[src/design/bfba_pkg.sv]
// Shared constants and types for the best-fit block allocator.
// Used by best_fit_block_allocator_core and its testbench; depends on nothing else.
`timescale 1ns / 1ps

package bfba_pkg;

  // Table geometry
  localparam int MAX_BLOCKS = 16;
  localparam int ADDR_W     = 16;
  localparam int ID_W       = 16;
  localparam int IDX_W      = $clog2(MAX_BLOCKS);
  localparam int CNT_W      = $clog2(MAX_BLOCKS + 1);

  // Stream payload widths
  localparam int IN_DATA_W  = ID_W + ADDR_W;
  localparam int OUT_DATA_W = 2 * ADDR_W;
  localparam int STAT_W     = 2;

  // Configuration port
  localparam int CFG_DATA_W = 32;
  localparam int CFG_ADDR_W = 3;
  localparam logic REG_MEM_SIZE = 1'b0;
  localparam logic [ADDR_W-1:0] MEM_SIZE_RST = ADDR_W'(1024);

  // Operation codes
  localparam logic OP_ALLOC = 1'b0;
  localparam logic OP_FREE  = 1'b1;

  // Status codes
  localparam logic [STAT_W-1:0] ST_OK       = 2'd0;
  localparam logic [STAT_W-1:0] ST_NOFIT    = 2'd1;
  localparam logic [STAT_W-1:0] ST_NOTFOUND = 2'd2;
  localparam logic [STAT_W-1:0] ST_FULL     = 2'd3;

  // One table entry
  typedef struct packed {
    logic [ID_W-1:0]   blk_id;
    logic [ADDR_W-1:0] s_addr;
    logic [ADDR_W-1:0] e_addr;
  } entry_t;

endpackage

[src/design/best_fit_block_allocator_core.sv]
// Best-fit block allocator: address-ordered block table in a small memory,
// walked by a sequencer around one shared gap subtract/compare unit.
// Depends on bfba_pkg.
`timescale 1ns / 1ps

// Allocate on a non-empty table: scan every entry for the smallest gap, move the entries
//   above it up one place, then write the new entry; allocate into an empty or a full
//   table, or free on an empty table, is answered without a table read.
// Free: scan for the first matching id, then move the entries after it down one place.
// in_tready returns in the cycle after the result is loaded into the output register.
// Reset (synchronous, rst_n low): entry count cleared, mem_size to 1024, table kept.
module best_fit_block_allocator_core (
  input  logic                               clk,
  input  logic                               rst_n,
  // configuration port
  input  logic                               cfg_psel,
  input  logic                               cfg_penable,
  input  logic                               cfg_pwrite,
  input  logic [bfba_pkg::CFG_ADDR_W-1:0]    cfg_paddr,
  input  logic [bfba_pkg::CFG_DATA_W-1:0]    cfg_pwdata,
  output logic [bfba_pkg::CFG_DATA_W-1:0]    cfg_prdata,
  output logic                               cfg_pready,
  // request stream
  input  logic                               in_tvalid,
  output logic                               in_tready,
  input  logic [bfba_pkg::IN_DATA_W-1:0]     in_tdata,   // block_id [15:0], req_size [31:16]
  input  logic [0:0]                         in_tuser,   // operation [0]
  // result stream
  output logic                               out_tvalid,
  input  logic                               out_tready,
  output logic [bfba_pkg::OUT_DATA_W-1:0]    out_tdata,  // start_addr [15:0], end_addr [31:16]
  output logic [bfba_pkg::STAT_W-1:0]        out_tuser   // status [1:0]
);

  localparam int ADDR_W = bfba_pkg::ADDR_W;
  localparam int ID_W   = bfba_pkg::ID_W;
  localparam int IDX_W  = bfba_pkg::IDX_W;
  localparam int CNT_W  = bfba_pkg::CNT_W;
  localparam int STAT_W = bfba_pkg::STAT_W;
  localparam int CFG_ADDR_W_IDX = bfba_pkg::CFG_ADDR_W - 1;

  // Sequencer states
  localparam logic [2:0] S_IDLE  = 3'd0;
  localparam logic [2:0] S_SCAN  = 3'd1;
  localparam logic [2:0] S_FIT   = 3'd2;
  localparam logic [2:0] S_SHIFT = 3'd3;
  localparam logic [2:0] S_PLACE = 3'd4;
  localparam logic [2:0] S_RESP  = 3'd5;

  // Control registers
  logic [2:0]              state_r, state_nxt;
  logic [CNT_W-1:0]        count_r, count_nxt;
  logic [ADDR_W-1:0]       mem_size_r, mem_size_nxt;
  logic                    rvld_r, rvld_nxt;
  logic                    found_r, found_nxt;
  logic                    out_tvalid_r, out_tvalid_nxt;

  // Payload registers
  logic                    op_r, op_nxt;
  logic [ID_W-1:0]         id_r, id_nxt;
  logic [ADDR_W-1:0]       size_r, size_nxt;
  logic [CNT_W-1:0]        idx_r, idx_nxt;
  logic [IDX_W-1:0]        ridx_r, ridx_nxt;
  logic [IDX_W-1:0]        best_r, best_nxt;
  logic [IDX_W-1:0]        pos_r, pos_nxt;
  logic [ADDR_W-1:0]       best_gap_r, best_gap_nxt;
  logic [ADDR_W-1:0]       best_end_r, best_end_nxt;
  logic [ADDR_W-1:0]       prev_end_r, prev_end_nxt;
  logic [STAT_W-1:0]       res_status_r, res_status_nxt;
  logic [ADDR_W-1:0]       res_start_r, res_start_nxt;
  logic [ADDR_W-1:0]       res_end_r, res_end_nxt;
  logic [bfba_pkg::OUT_DATA_W-1:0] out_tdata_r, out_tdata_nxt;
  logic [STAT_W-1:0]       out_tuser_r, out_tuser_nxt;

  // Entry table and its ports
  bfba_pkg::entry_t        mem_r [bfba_pkg::MAX_BLOCKS];
  bfba_pkg::entry_t        rdata_r;
  bfba_pkg::entry_t        wr_data;
  logic                    rd_en, wr_en;
  logic [IDX_W-1:0]        rd_addr, wr_addr;

  // Shared gap unit
  logic [ADDR_W-1:0]       ev_limit, ev_gap, place_end;
  logic [IDX_W-1:0]        ev_idx;
  logic                    ev_fit, scan_more, shift_more, id_hit, cfg_wr, cfg_sel;

  // Configuration access
  assign cfg_pready = 1'b1;
  assign cfg_sel    = (cfg_paddr[CFG_ADDR_W_IDX] == bfba_pkg::REG_MEM_SIZE);
  assign cfg_wr     = cfg_psel && cfg_penable && cfg_pwrite && cfg_pready && cfg_sel;
  assign cfg_prdata = cfg_sel ? bfba_pkg::CFG_DATA_W'(mem_size_r) : '0;

  assign in_tready  = (state_r == S_IDLE);
  assign out_tvalid = out_tvalid_r;
  assign out_tdata  = out_tdata_r;
  assign out_tuser  = out_tuser_r;

  // Gap after the previous entry: up to the entry just read, or to mem_size
  assign ev_limit  = rvld_r ? rdata_r.s_addr : mem_size_r;
  assign ev_gap    = ev_limit - prev_end_r;
  assign ev_fit    = (ev_limit >= prev_end_r) && (ev_gap >= size_r) &&
                     (!found_r || (ev_gap < best_gap_r));
  assign ev_idx    = rvld_r ? (ridx_r - 1'b1) : IDX_W'(count_r - 1'b1);
  assign place_end = best_end_r + size_r;

  assign scan_more  = (idx_r < count_r);
  assign shift_more = (op_r == bfba_pkg::OP_ALLOC) ? (idx_r >= CNT_W'(pos_r)) : scan_more;
  assign id_hit     = (rdata_r.blk_id == id_r);

  // Sequencer
  always_comb begin
    state_nxt      = state_r;
    count_nxt      = count_r;
    mem_size_nxt   = cfg_wr ? cfg_pwdata[ADDR_W-1:0] : mem_size_r;
    rvld_nxt       = 1'b0;
    found_nxt      = found_r;
    op_nxt         = op_r;
    id_nxt         = id_r;
    size_nxt       = size_r;
    idx_nxt        = idx_r;
    ridx_nxt       = ridx_r;
    best_nxt       = best_r;
    pos_nxt        = pos_r;
    best_gap_nxt   = best_gap_r;
    best_end_nxt   = best_end_r;
    prev_end_nxt   = prev_end_r;
    res_status_nxt = res_status_r;
    res_start_nxt  = res_start_r;
    res_end_nxt    = res_end_r;
    out_tdata_nxt  = out_tdata_r;
    out_tuser_nxt  = out_tuser_r;
    out_tvalid_nxt = out_tvalid_r && !out_tready;
    rd_en          = 1'b0;
    rd_addr        = idx_r[IDX_W-1:0];
    wr_en          = 1'b0;
    wr_addr        = ridx_r;
    wr_data        = rdata_r;

    case (state_r)
      S_IDLE: begin
        if (in_tvalid) begin
          op_nxt         = in_tuser[0];
          id_nxt         = in_tdata[ID_W-1:0];
          size_nxt       = in_tdata[ID_W +: ADDR_W];
          found_nxt      = 1'b0;
          idx_nxt        = CNT_W'(1);
          ridx_nxt       = '0;
          res_status_nxt = bfba_pkg::ST_OK;
          res_start_nxt  = '0;
          res_end_nxt    = '0;
          state_nxt      = S_RESP;
          if (in_tuser[0] == bfba_pkg::OP_ALLOC) begin
            if (count_r == CNT_W'(bfba_pkg::MAX_BLOCKS)) begin
              res_status_nxt = bfba_pkg::ST_FULL;
            end else if (count_r == '0) begin
              // empty table: place at zero if it fits
              if (in_tdata[ID_W +: ADDR_W] > mem_size_r) begin
                res_status_nxt = bfba_pkg::ST_NOFIT;
              end else begin
                wr_en          = 1'b1;
                wr_addr        = '0;
                wr_data.blk_id = in_tdata[ID_W-1:0];
                wr_data.s_addr = '0;
                wr_data.e_addr = in_tdata[ID_W +: ADDR_W];
                count_nxt      = CNT_W'(1);
                res_end_nxt    = in_tdata[ID_W +: ADDR_W];
              end
            end else begin
              rd_en     = 1'b1;
              rd_addr   = '0;
              rvld_nxt  = 1'b1;
              state_nxt = S_SCAN;
            end
          end else begin
            if (count_r == '0) begin
              res_status_nxt = bfba_pkg::ST_NOTFOUND;
            end else begin
              rd_en     = 1'b1;
              rd_addr   = '0;
              rvld_nxt  = 1'b1;
              state_nxt = S_SCAN;
            end
          end
        end
      end

      S_SCAN: begin
        // stream entries out of the table, one read a cycle
        if (scan_more) begin
          rd_en    = 1'b1;
          idx_nxt  = idx_r + 1'b1;
          rvld_nxt = 1'b1;
          ridx_nxt = idx_r[IDX_W-1:0];
        end
        if (op_r == bfba_pkg::OP_ALLOC) begin
          if (rvld_r) begin
            prev_end_nxt = rdata_r.e_addr;
            if ((ridx_r != '0) && ev_fit) begin
              found_nxt    = 1'b1;
              best_nxt     = ev_idx;
              best_gap_nxt = ev_gap;
              best_end_nxt = prev_end_r;
            end
          end else begin
            // gap after the last entry runs to mem_size
            if (ev_fit) begin
              found_nxt    = 1'b1;
              best_nxt     = ev_idx;
              best_gap_nxt = ev_gap;
              best_end_nxt = prev_end_r;
            end
            state_nxt = S_FIT;
          end
        end else begin
          if (rvld_r && id_hit) begin
            // first match: drop the read in flight and close the hole
            res_start_nxt = rdata_r.s_addr;
            res_end_nxt   = rdata_r.e_addr;
            rd_en         = 1'b0;
            rvld_nxt      = 1'b0;
            idx_nxt       = CNT_W'(ridx_r) + 1'b1;
            state_nxt     = S_SHIFT;
          end else if (!rvld_r) begin
            res_status_nxt = bfba_pkg::ST_NOTFOUND;
            state_nxt      = S_RESP;
          end
        end
      end

      S_FIT: begin
        if (!found_r) begin
          res_status_nxt = bfba_pkg::ST_NOFIT;
          state_nxt      = S_RESP;
        end else begin
          pos_nxt   = best_r + 1'b1;
          idx_nxt   = count_r - 1'b1;
          state_nxt = S_SHIFT;
        end
      end

      S_SHIFT: begin
        // read one entry, write it one place over in the next cycle
        if (shift_more) begin
          rd_en    = 1'b1;
          rvld_nxt = 1'b1;
          ridx_nxt = idx_r[IDX_W-1:0];
          idx_nxt  = (op_r == bfba_pkg::OP_ALLOC) ? (idx_r - 1'b1) : (idx_r + 1'b1);
        end
        if (rvld_r) begin
          wr_en   = 1'b1;
          wr_addr = (op_r == bfba_pkg::OP_ALLOC) ? (ridx_r + 1'b1) : (ridx_r - 1'b1);
        end
        if (!shift_more && !rvld_r) begin
          if (op_r == bfba_pkg::OP_ALLOC) begin
            state_nxt = S_PLACE;
          end else begin
            count_nxt = count_r - 1'b1;
            state_nxt = S_RESP;
          end
        end
      end

      S_PLACE: begin
        wr_en          = 1'b1;
        wr_addr        = pos_r;
        wr_data.blk_id = id_r;
        wr_data.s_addr = best_end_r;
        wr_data.e_addr = place_end;
        count_nxt      = count_r + 1'b1;
        res_start_nxt  = best_end_r;
        res_end_nxt    = place_end;
        state_nxt      = S_RESP;
      end

      S_RESP: begin
        // hold until the output register is free
        if (!out_tvalid_r || out_tready) begin
          out_tvalid_nxt = 1'b1;
          out_tdata_nxt  = {res_end_r, res_start_r};
          out_tuser_nxt  = res_status_r;
          state_nxt      = S_IDLE;
        end
      end

      default: begin
        state_nxt = S_IDLE;
      end
    endcase
  end

  // Control state
  always_ff @(posedge clk) begin
    if (!rst_n) begin
      state_r      <= S_IDLE;
      count_r      <= '0;
      mem_size_r   <= bfba_pkg::MEM_SIZE_RST;
      rvld_r       <= 1'b0;
      found_r      <= 1'b0;
      out_tvalid_r <= 1'b0;
    end else begin
      state_r      <= state_nxt;
      count_r      <= count_nxt;
      mem_size_r   <= mem_size_nxt;
      rvld_r       <= rvld_nxt;
      found_r      <= found_nxt;
      out_tvalid_r <= out_tvalid_nxt;
    end
  end

  // Payload
  always_ff @(posedge clk) begin
    op_r         <= op_nxt;
    id_r         <= id_nxt;
    size_r       <= size_nxt;
    idx_r        <= idx_nxt;
    ridx_r       <= ridx_nxt;
    best_r       <= best_nxt;
    pos_r        <= pos_nxt;
    best_gap_r   <= best_gap_nxt;
    best_end_r   <= best_end_nxt;
    prev_end_r   <= prev_end_nxt;
    res_status_r <= res_status_nxt;
    res_start_r  <= res_start_nxt;
    res_end_r    <= res_end_nxt;
    out_tdata_r  <= out_tdata_nxt;
    out_tuser_r  <= out_tuser_nxt;
  end

  // Entry table: one write port, one registered read port
  always_ff @(posedge clk) begin
    if (wr_en) begin
      mem_r[wr_addr] <= wr_data;
    end
    if (rd_en) begin
      rdata_r <= mem_r[rd_addr];
    end
  end

  // Checks
  a_count_max: assert property (@(posedge clk) disable iff (!rst_n)
    count_r <= CNT_W'(bfba_pkg::MAX_BLOCKS))
    else $error("entry count above table depth");

  a_count_step: assert property (@(posedge clk) disable iff (!rst_n)
    ($past(rst_n) && (count_r != $past(count_r))) |->
      ((count_r == $past(count_r) + 1'b1) || (count_r == $past(count_r) - 1'b1)))
    else $error("entry count moved by more than one");

  a_err_zero: assert property (@(posedge clk) disable iff (!rst_n)
    (out_tvalid_r && (out_tuser_r != bfba_pkg::ST_OK)) |-> (out_tdata_r == '0))
    else $error("error result carries nonzero addresses");

  a_busy: assert property (@(posedge clk) disable iff (!rst_n)
    (in_tvalid && in_tready) |=> (state_r != S_IDLE))
    else $error("sequencer idle right after taking a request");

  a_shift_ports: assert property (@(posedge clk) disable iff (!rst_n)
    ((state_r == S_SHIFT) && wr_en && rd_en) |-> (wr_addr != rd_addr))
    else $error("shift reads and writes the same entry");

endmodule

[config.mk]
export PLATFORM = sky130hd
export DESIGN_NAME = best_fit_block_allocator_core
export DESIGN_NICKNAME = d
export VERILOG_FILES = /design/src/design/bfba_pkg.sv /design/src/design/best_fit_block_allocator_core.sv
export SDC_FILE = /design/constraint.sdc
export NUM_CORES = 1
export LEC_CHECK = 0
export ABC_AREA = 1
export BUFFER_PORTS_ARGS = -buffer_cell sky130_fd_sc_hd__buf_2
export CORE_ASPECT_RATIO = 1.2
export CORE_MARGIN = 1
export CORE_UTILIZATION = 62
export CTS_CLUSTER_DIAMETER = 120
export DETAILED_ROUTE_END_ITERATION = 16
export HOLD_SLACK_MARGIN = 0.02
export PLACE_DENSITY = 0.84
export SLEW_MARGIN = 20
export SYNTH_ARGS = -nofsm -noshare
export SYNTH_HDL_FRONTEND = slang
export SYNTH_SLANG_ARGS = --single-unit
[constraint.sdc]
create_clock -name clk -period 7.56 [get_ports clk]
set_clock_uncertainty 0.05 [all_clocks]
set_input_delay 0.378 -clock clk [delete_from_list [all_inputs] [get_ports clk]]
set_output_delay 0.378 -clock clk [all_outputs]
set_load 0.05 [all_outputs]
-- Word level (Yosys, flattened, before mapping)
Memories as Yosys holds them, arrays and structs flattened. A register that Yosys moved wholly into a read port is not among the register bits.
Index checks and enable logic that the tools add are counted.
- add/sub/neg operators: 10
- order comparisons: 6
- eq/ne operators: 29
- muxes and demuxes: 114
- bitwise gates (word level): 2
- reductions and logical operators: 38
- operators with widths (kind ; count):
    $mux W16 ; 18
    $mux W48 ; 5
    $pmux W16 S3 ; 2
    $pmux W48 S2 ; 1
    $mux W4 ; 19
    $mux W5 ; 14
    $mux W3 ; 11
    $ge A16 B16 Y1 ; 2
    $ne A2 B2 Y1 const B ; 16
    $mux W1 ; 27
    $pmux W4 S3 ; 2
    $pmux W5 S4 ; 1
    $pmux W3 S6 ; 1
    $add A16 B16 Y16 ; 1
    $eq A16 B16 Y1 ; 1
    $gt A16 B16 Y1 ; 1
    $lt A16 B16 Y1 ; 1
    $mux W2 ; 8
    $reduce_and A4 Y1 ; 4
    $sub A16 B16 Y16 ; 1
    $pmux W5 S3 ; 1
    $ne A3 B3 Y1 const B ; 4
    $reduce_bool A3 Y1 ; 4
    $add A5 B1 Y5 const B ; 2
    other kinds (27) ; 52
- bits in registers: 193
- bits in writable memories: 768
- input port bits: 75
- output and inout port bits: 69
- logic and storage cells: 221
- memories: 1
- memory list (memory ; depth ; width ; rd ports ; clocked after Yosys merged registers in ; wr ports ; RTL line ; RTL):
    mem_r ; 16 ; 48 ; 1 ; 1 ; 1 ; best_fit_block_allocator_core.sv:76 ; bfba_pkg::entry_t mem_r [bfba_pkg::MAX_BLOCKS];

-- Depth between registers and ports, before layout
- depth after elaboration: 10
- mapped depth: 24
- depth with buffers taken out: 21

-- Worst setup path before layout
Ideal clock, no wire load.
- path type: flip-flop to flip-flop
- start point: reg rvld_r
- end point: reg best_end_r[0] (enable)
- library setup time: 0.474 ns
- arrival time: 6.070 ns
- data required time: 7.036 ns
- path slack: 0.966 ns
- stages on the path, launching flop included: 22
- cell sequence: dfxtp_1 clkbuf_1 clkbuf_1 clkbuf_1 o21ai_0 ha_1 fa_1 o21ai_0 nand2_1 o211ai_1 a21oi_1 o21bai_1 xor2_1 ha_1 nand2_1 inv_1 nand3_1 nor3_1 nand2_1 nand2_1 nand3_1 nor3_1
- word-level cells in the longest chain between the ends: 8
- elaborated cells on any way between the ends: 12
- classes of those cells: add/sub: 1; order compare: 3; eq/ne: 1; mux: 1; reduce/logical: 6
- RTL lines (element ; RTL line ; RTL):
    start: declaration ; best_fit_block_allocator_core.sv:54 ; logic rvld_r, rvld_nxt;
    start signal: assignment ; best_fit_block_allocator_core.sv:304 ; rvld_r <= rvld_nxt;
    $mux W16 (*) ; best_fit_block_allocator_core.sv:99 ; assign ev_limit = rvld_r ? rdata_r.s_addr : mem_size_r;
    $sub A16 B16 Y16 (*) ; best_fit_block_allocator_core.sv:100 ; assign ev_gap = ev_limit - prev_end_r;
    named net ev_gap[14] ; best_fit_block_allocator_core.sv:83 ; logic [ADDR_W-1:0] ev_limit, ev_gap, place_end;
    $ge A16 B16 Y1 or $lt A16 B16 Y1 (tied branches) ; best_fit_block_allocator_core.sv:101, best_fit_block_allocator_core.sv:102 ;
    $logic_and A1 B1 Y1 or $logic_or A1 B1 Y1 (tied branches) ; best_fit_block_allocator_core.sv:101, best_fit_block_allocator_core.sv:102 ;
    $logic_and A1 B1 Y1 (*) ; best_fit_block_allocator_core.sv:101 ; assign ev_fit = (ev_limit >= prev_end_r) && (ev_gap >= size_r) &&
    $logic_and A1 B1 Y1 ; best_fit_block_allocator_core.sv:198 ; if ((ridx_r != '0) && ev_fit) begin
    $ne A2 B1 Y1 (no source line) ; n/a ;
    $reduce_and A4 Y1 (no source line) (*) ; n/a ;
    end signal: assignment ; best_fit_block_allocator_core.sv:320 ; best_end_r <= best_end_nxt;
    end: declaration ; best_fit_block_allocator_core.sv:67 ; logic [ADDR_W-1:0] best_end_r, best_end_nxt;
The timed path passes the listed nets; every way through them passes the cells marked *.
A chain may end at the register's enable or synchronous reset.

-- Worst setup path in the final report
- start point: reg rvld_r
- end point: reg best_gap_r[13] (enable)
- word-level cells in the longest chain between the ends: 8
- elaborated cells on any way between the ends: 12
- classes of those cells: add/sub: 1; order compare: 3; eq/ne: 1; mux: 1; reduce/logical: 6
- RTL lines (element ; RTL line ; RTL):
    $mux W16 (*) ; best_fit_block_allocator_core.sv:99 ;
    $sub A16 B16 Y16 (*) ; best_fit_block_allocator_core.sv:100 ;
    named net ev_gap[14] ; best_fit_block_allocator_core.sv:83 ;
    $ge A16 B16 Y1 or $lt A16 B16 Y1 (tied branches) ; best_fit_block_allocator_core.sv:101, best_fit_block_allocator_core.sv:102 ;
    $logic_and A1 B1 Y1 or $logic_or A1 B1 Y1 (tied branches) ; best_fit_block_allocator_core.sv:101, best_fit_block_allocator_core.sv:102 ;
    $logic_and A1 B1 Y1 (*) ; best_fit_block_allocator_core.sv:101 ;
    $logic_and A1 B1 Y1 ; best_fit_block_allocator_core.sv:198 ;
    $ne A2 B1 Y1 (no source line) ; n/a ;
    $reduce_and A4 Y1 (no source line) (*) ; n/a ;
    end signal: assignment ; best_fit_block_allocator_core.sv:319 ; best_gap_r <= best_gap_nxt;
    end: declaration ; best_fit_block_allocator_core.sv:66 ; logic [ADDR_W-1:0] best_gap_r, best_gap_nxt;
Marks and branches as above.

==> impl_metrics.py <==
metrics = {
    "worst_setup_path": {
        "required_ps": 7780,
        "path_max_fanout": 32,
        "path_class": "reg -> reg",
        "r2r_slack_ps": 1870,
        "startpoint_type": "register",
        "timing.critical_path.arrival_ps": 5910,
        "cp-end-kind": "register",
        "crit_slowest_cell": "dfxtp_1",
        "crit_chain": "buf_4, o21ai_0, fa_1, o21ai_0, nand2_1, o211ai_1, a21oi_1, o21bai_1, xor2_1, ha_1, nand2_1, inv_1, nand3_1, nor3_1, nand2_1, nand2_1, nand3_1, nor3_2, buf_4",
        "slowest_delay_ps": 790,
        "cpMostUsedCell": "nand2_1",
    },
    "clock_tree": {
        "clk_pin_slew_worst_paths_ps": 70,
        "h-tree-depth": 3,
        "tritoncts": "built",
        "root_buffer": "clkbuf_16",
        "insertion_delay_ps": 640,
        "cts_buffers": 88,
        "clkSinkCount": 1009,
        "clock_tree.buffer_depth": 3,
        "post_cts_buffers": 0,
    },
    "final_layout": {
        "final_nets": 3862,
        "post-route-util": 0.693,
        "antenna_cells": 0,
        "syn2layout_area_growth_pct": 9.91,
        "nFillCells": 4342,
        "stdcell_area_mm2": 0.0485,
        "drive_gt1_frac": 0.0892,
    },
    "synthesis": {
        "synth_area_mm2": 0.0441,
        "yosys-top-cells-area": "edfxtp_1, nand2_1, o221ai_1",
        "synth_edf_count": 982,
        "synthMuxAreaShare": 0,
        "async_flop_share": 0,
        "synth_top_area_share": 0.668,
        "synth_ff_type": "edfxtp_1",
        "avgSynthCellArea_um2": 12.3,
        "synthSimpleGateAreaFrac": 0.106,
        "synth_top_area_cell": "edfxtp_1",
        "synth_seq_cells": 1009,
        "ys_seq_area_frac": 0.680,
        "synth_fa_ha_area_frac": 0.0278,
        "yosysUniqueCellTypes": 49,
        "ys.warnings.count": 0,
        "synth_xor_xnor_area_share": 0.00813,
        "synth_top_family_by_area": "compound AO/OA/AOI/OAI gates",
        "synth-compound-area-share": 0.116,
        "syn_inst": 3598,
    },
    "power_and_ir_drop": {
        "vdd_drop_max_v": 0.000329,
        "leakagePower_uw": 0.0176,
        "totalPowerFinal_uw": 21100,
        "power.density_mw_per_mm2": 435,
    },
    "floorplanning": {
        "io_pins": 144,
        "die_w_um": 246,
        "die_y_um": 294,
        "core_area_mm2": 0.0700,
        "start_util": 0.630,
        "core.rowCount": 106,
        "dieArea_mm2": 0.0723,
    },
    "place": {
        "gp_congestion": 0.980,
        "placed_cell_area_mm2": 0.0452,
        "io_buffers": 108,
        "post-dp-hpwl_um": 61700,
    },
    "grt": {
        "grt_overflow": 0,
        "grt_max_degree": 195,
        "grt_pass1_wl_um": 164000,
        "antenna_found_initial": 0,
        "grt_pass1_vias": 29000,
        "grt_usage": 0.301,
    },
    "drt": {
        "vias": 30200,
        "ant_nets": 0,
        "wl_per_cell_um": 23.5,
        "drc": 0,
        "drtPass1Iterations": 7,
        "drt_iter0_markers": 4248,
        "totalWireLength_um": 110000,
        "post_drt_via_cell_ratio": 6.46,
    },
    "timing": {
        "slew_headroom": 0.247,
        "setup_violations": 0,
        "hold_viol": 0,
        "drv_slew": 0,
        "rsz0062_at_grt": "no",
        "tightestPinTransition_ps": 1130,
        "fin_setup_tns_ps": 0,
        "fin_crit_ps": 5690,
        "timing.hold.ws_ps": 31.2,
        "max_freq_mhz": 176,
        "post-route-period-util": 0.753,
    },
    "outcome": {
        "status": "completed",
    },
    "flow_run": {
        "max_cap_violations": 0,
    },
    "worst_hold_path": {
        "worstHoldPathType": "in -> reg",
    },
}
metrics by stage:
step                std cells  setup WS, ps
floorplan                3613           966
global placement         4469          2140
detailed placement       4469          1990
CTS                      4670          1930
global route             4675          1670
finish                   4675          1870
critical path, delay by kind of cell (launching register included):
kind	cells	cell delay, ps
fa+ha+maj	2	630
buf+inv	3	990
simple gates	8	1240
compound gates	5	1290
flops	1	790
xor+xnor	1	300
worst paths after layout:
path,start,endpoint,depth (start not counted)
setup / recovery,rvld_r,best_gap_r[13],19
hold / removal,cfg_pwdata[0],mem_size_r[0],3
setup reg to reg,rvld_r,best_gap_r[13],19
hold reg to reg,res_end_r[4],out_tdata[20],0
cell type report:
class                           instances  area (µm²)  share of cell area
Clock buffer                          106        2290              0.0472
Timing Repair Buffer                  206        1410              0.0291
Sequential cell                      1009       30000               0.619
Tap cell                              918        1150              0.0237
Multi-Input combinational cell       1986       11600               0.239
Inverter                              399        1500              0.0309
Clock inverter                         51         527              0.0109
flip-flops by register name (all words and copies together), names as in the netlist:
register and count:
res_end_r 16, prev_end_r 16, count_r 5, out_tuser 2
best_r 4, id_r 16, out_tvalid 1, best_end_r 16
op_r 1, state_r 3, res_status_r 2, ridx_r 4
idx_r 5, pos_r 4, mem_r 768, res_start_r 16
mem_size_r 16, found_r 1, rvld_r 1, size_r 16
best_gap_r 16, out_tdata 32, rdata_r 48
layout by cell type, fill, tap and decap left out, types with 10 or more instances in the layout:
cell type / n
buf_4: 48
xnor2_1: 15
o21ai_0: 152
conb_1: 17
o221ai_1: 193
dfxtp_1: 27
dlygate4sd3_1: 44
nand2_1: 593
a21oi_1: 105
clkbuf_1: 17
o21ai_1: 40
inv_1: 385
edfxtp_1: 982
o211ai_1: 220
clkinv_2: 13
xor2_1: 26
nand4_1: 16
clkinv_1: 23
nor2_1: 96
nor2_4: 20
clkbuf_16: 89
ha_1: 95
buf_2: 108
nor3_1: 13
nand3_1: 322
bufinv_16: 10
cells by family (layout without fill, tap and decap cells):
kind of cell | count (synthesis) | after routing
flip-flops | 1009 | 1009
other | 2 | 17
AO/OA/AOI/OAI | 748 | 748
XOR/XNOR | 41 | 41
buffers and inverters | 618 | 762
adder cells (fa/ha/maj) | 97 | 97
AND/OR/NAND/NOR | 1083 | 1083
where the power goes:
group	internal [µW]	total, µW	switching (µW)	leakage (µW)
sequential	8220	8610	389	0.00917
clock	2510	4460	1950	0.00137
combinational	2070	8050	5980	0.00709
total	12800	21100	8320	0.0176
repair_timing:
action,4_1_cts,5_1_grt
endpoints found under the setup margin,0,0
hold buffers,44,0
endpoints found under the hold margin,44,0
gates resized for setup,0,0
layer usage:
layer | GRT usage | wire (µm) | part of all wire | vias up
met5 | 0 | 0 | 0 | -
met2 | 0.507 | 53600 | 0.49 | 2169
met4 | 0.158 | 5740 | 0.052 | 0
li1 | - | - | - | 13300
met1 | 0.376 | 37600 | 0.34 | 14300
met3 | 0.0499 | 12800 | 0.12 | 399
cells in the mapped netlist (2+ instances only):
master	instances
edfxtp_1	982
nand2_1	593
inv_1	386
nand3_1	324
o211ai_1	220
o221ai_1	195
o21ai_0	152
nor2_1	113
a21oi_1	106
ha_1	95
buf_2	73
clkbuf_1	72
buf_4	47
o21ai_1	40
dfxtp_1	27
xor2_1	26
buf_6	19
nand4_1	16
nor3_1	15
xnor2_1	15
inv_2	9
buf_1	8
o22ai_1	8
a31oi_1	6
o21bai_1	6
or2_2	5
nand3b_1	4
a211oi_1	3
clkinv_1	3
nand2_8	3
nor2_4	3
o2111ai_1	3
a21boi_0	2
a21o_1	2
conb_1	2
fa_1	2
No activity file was read; power rests on OpenSTA's default activity.
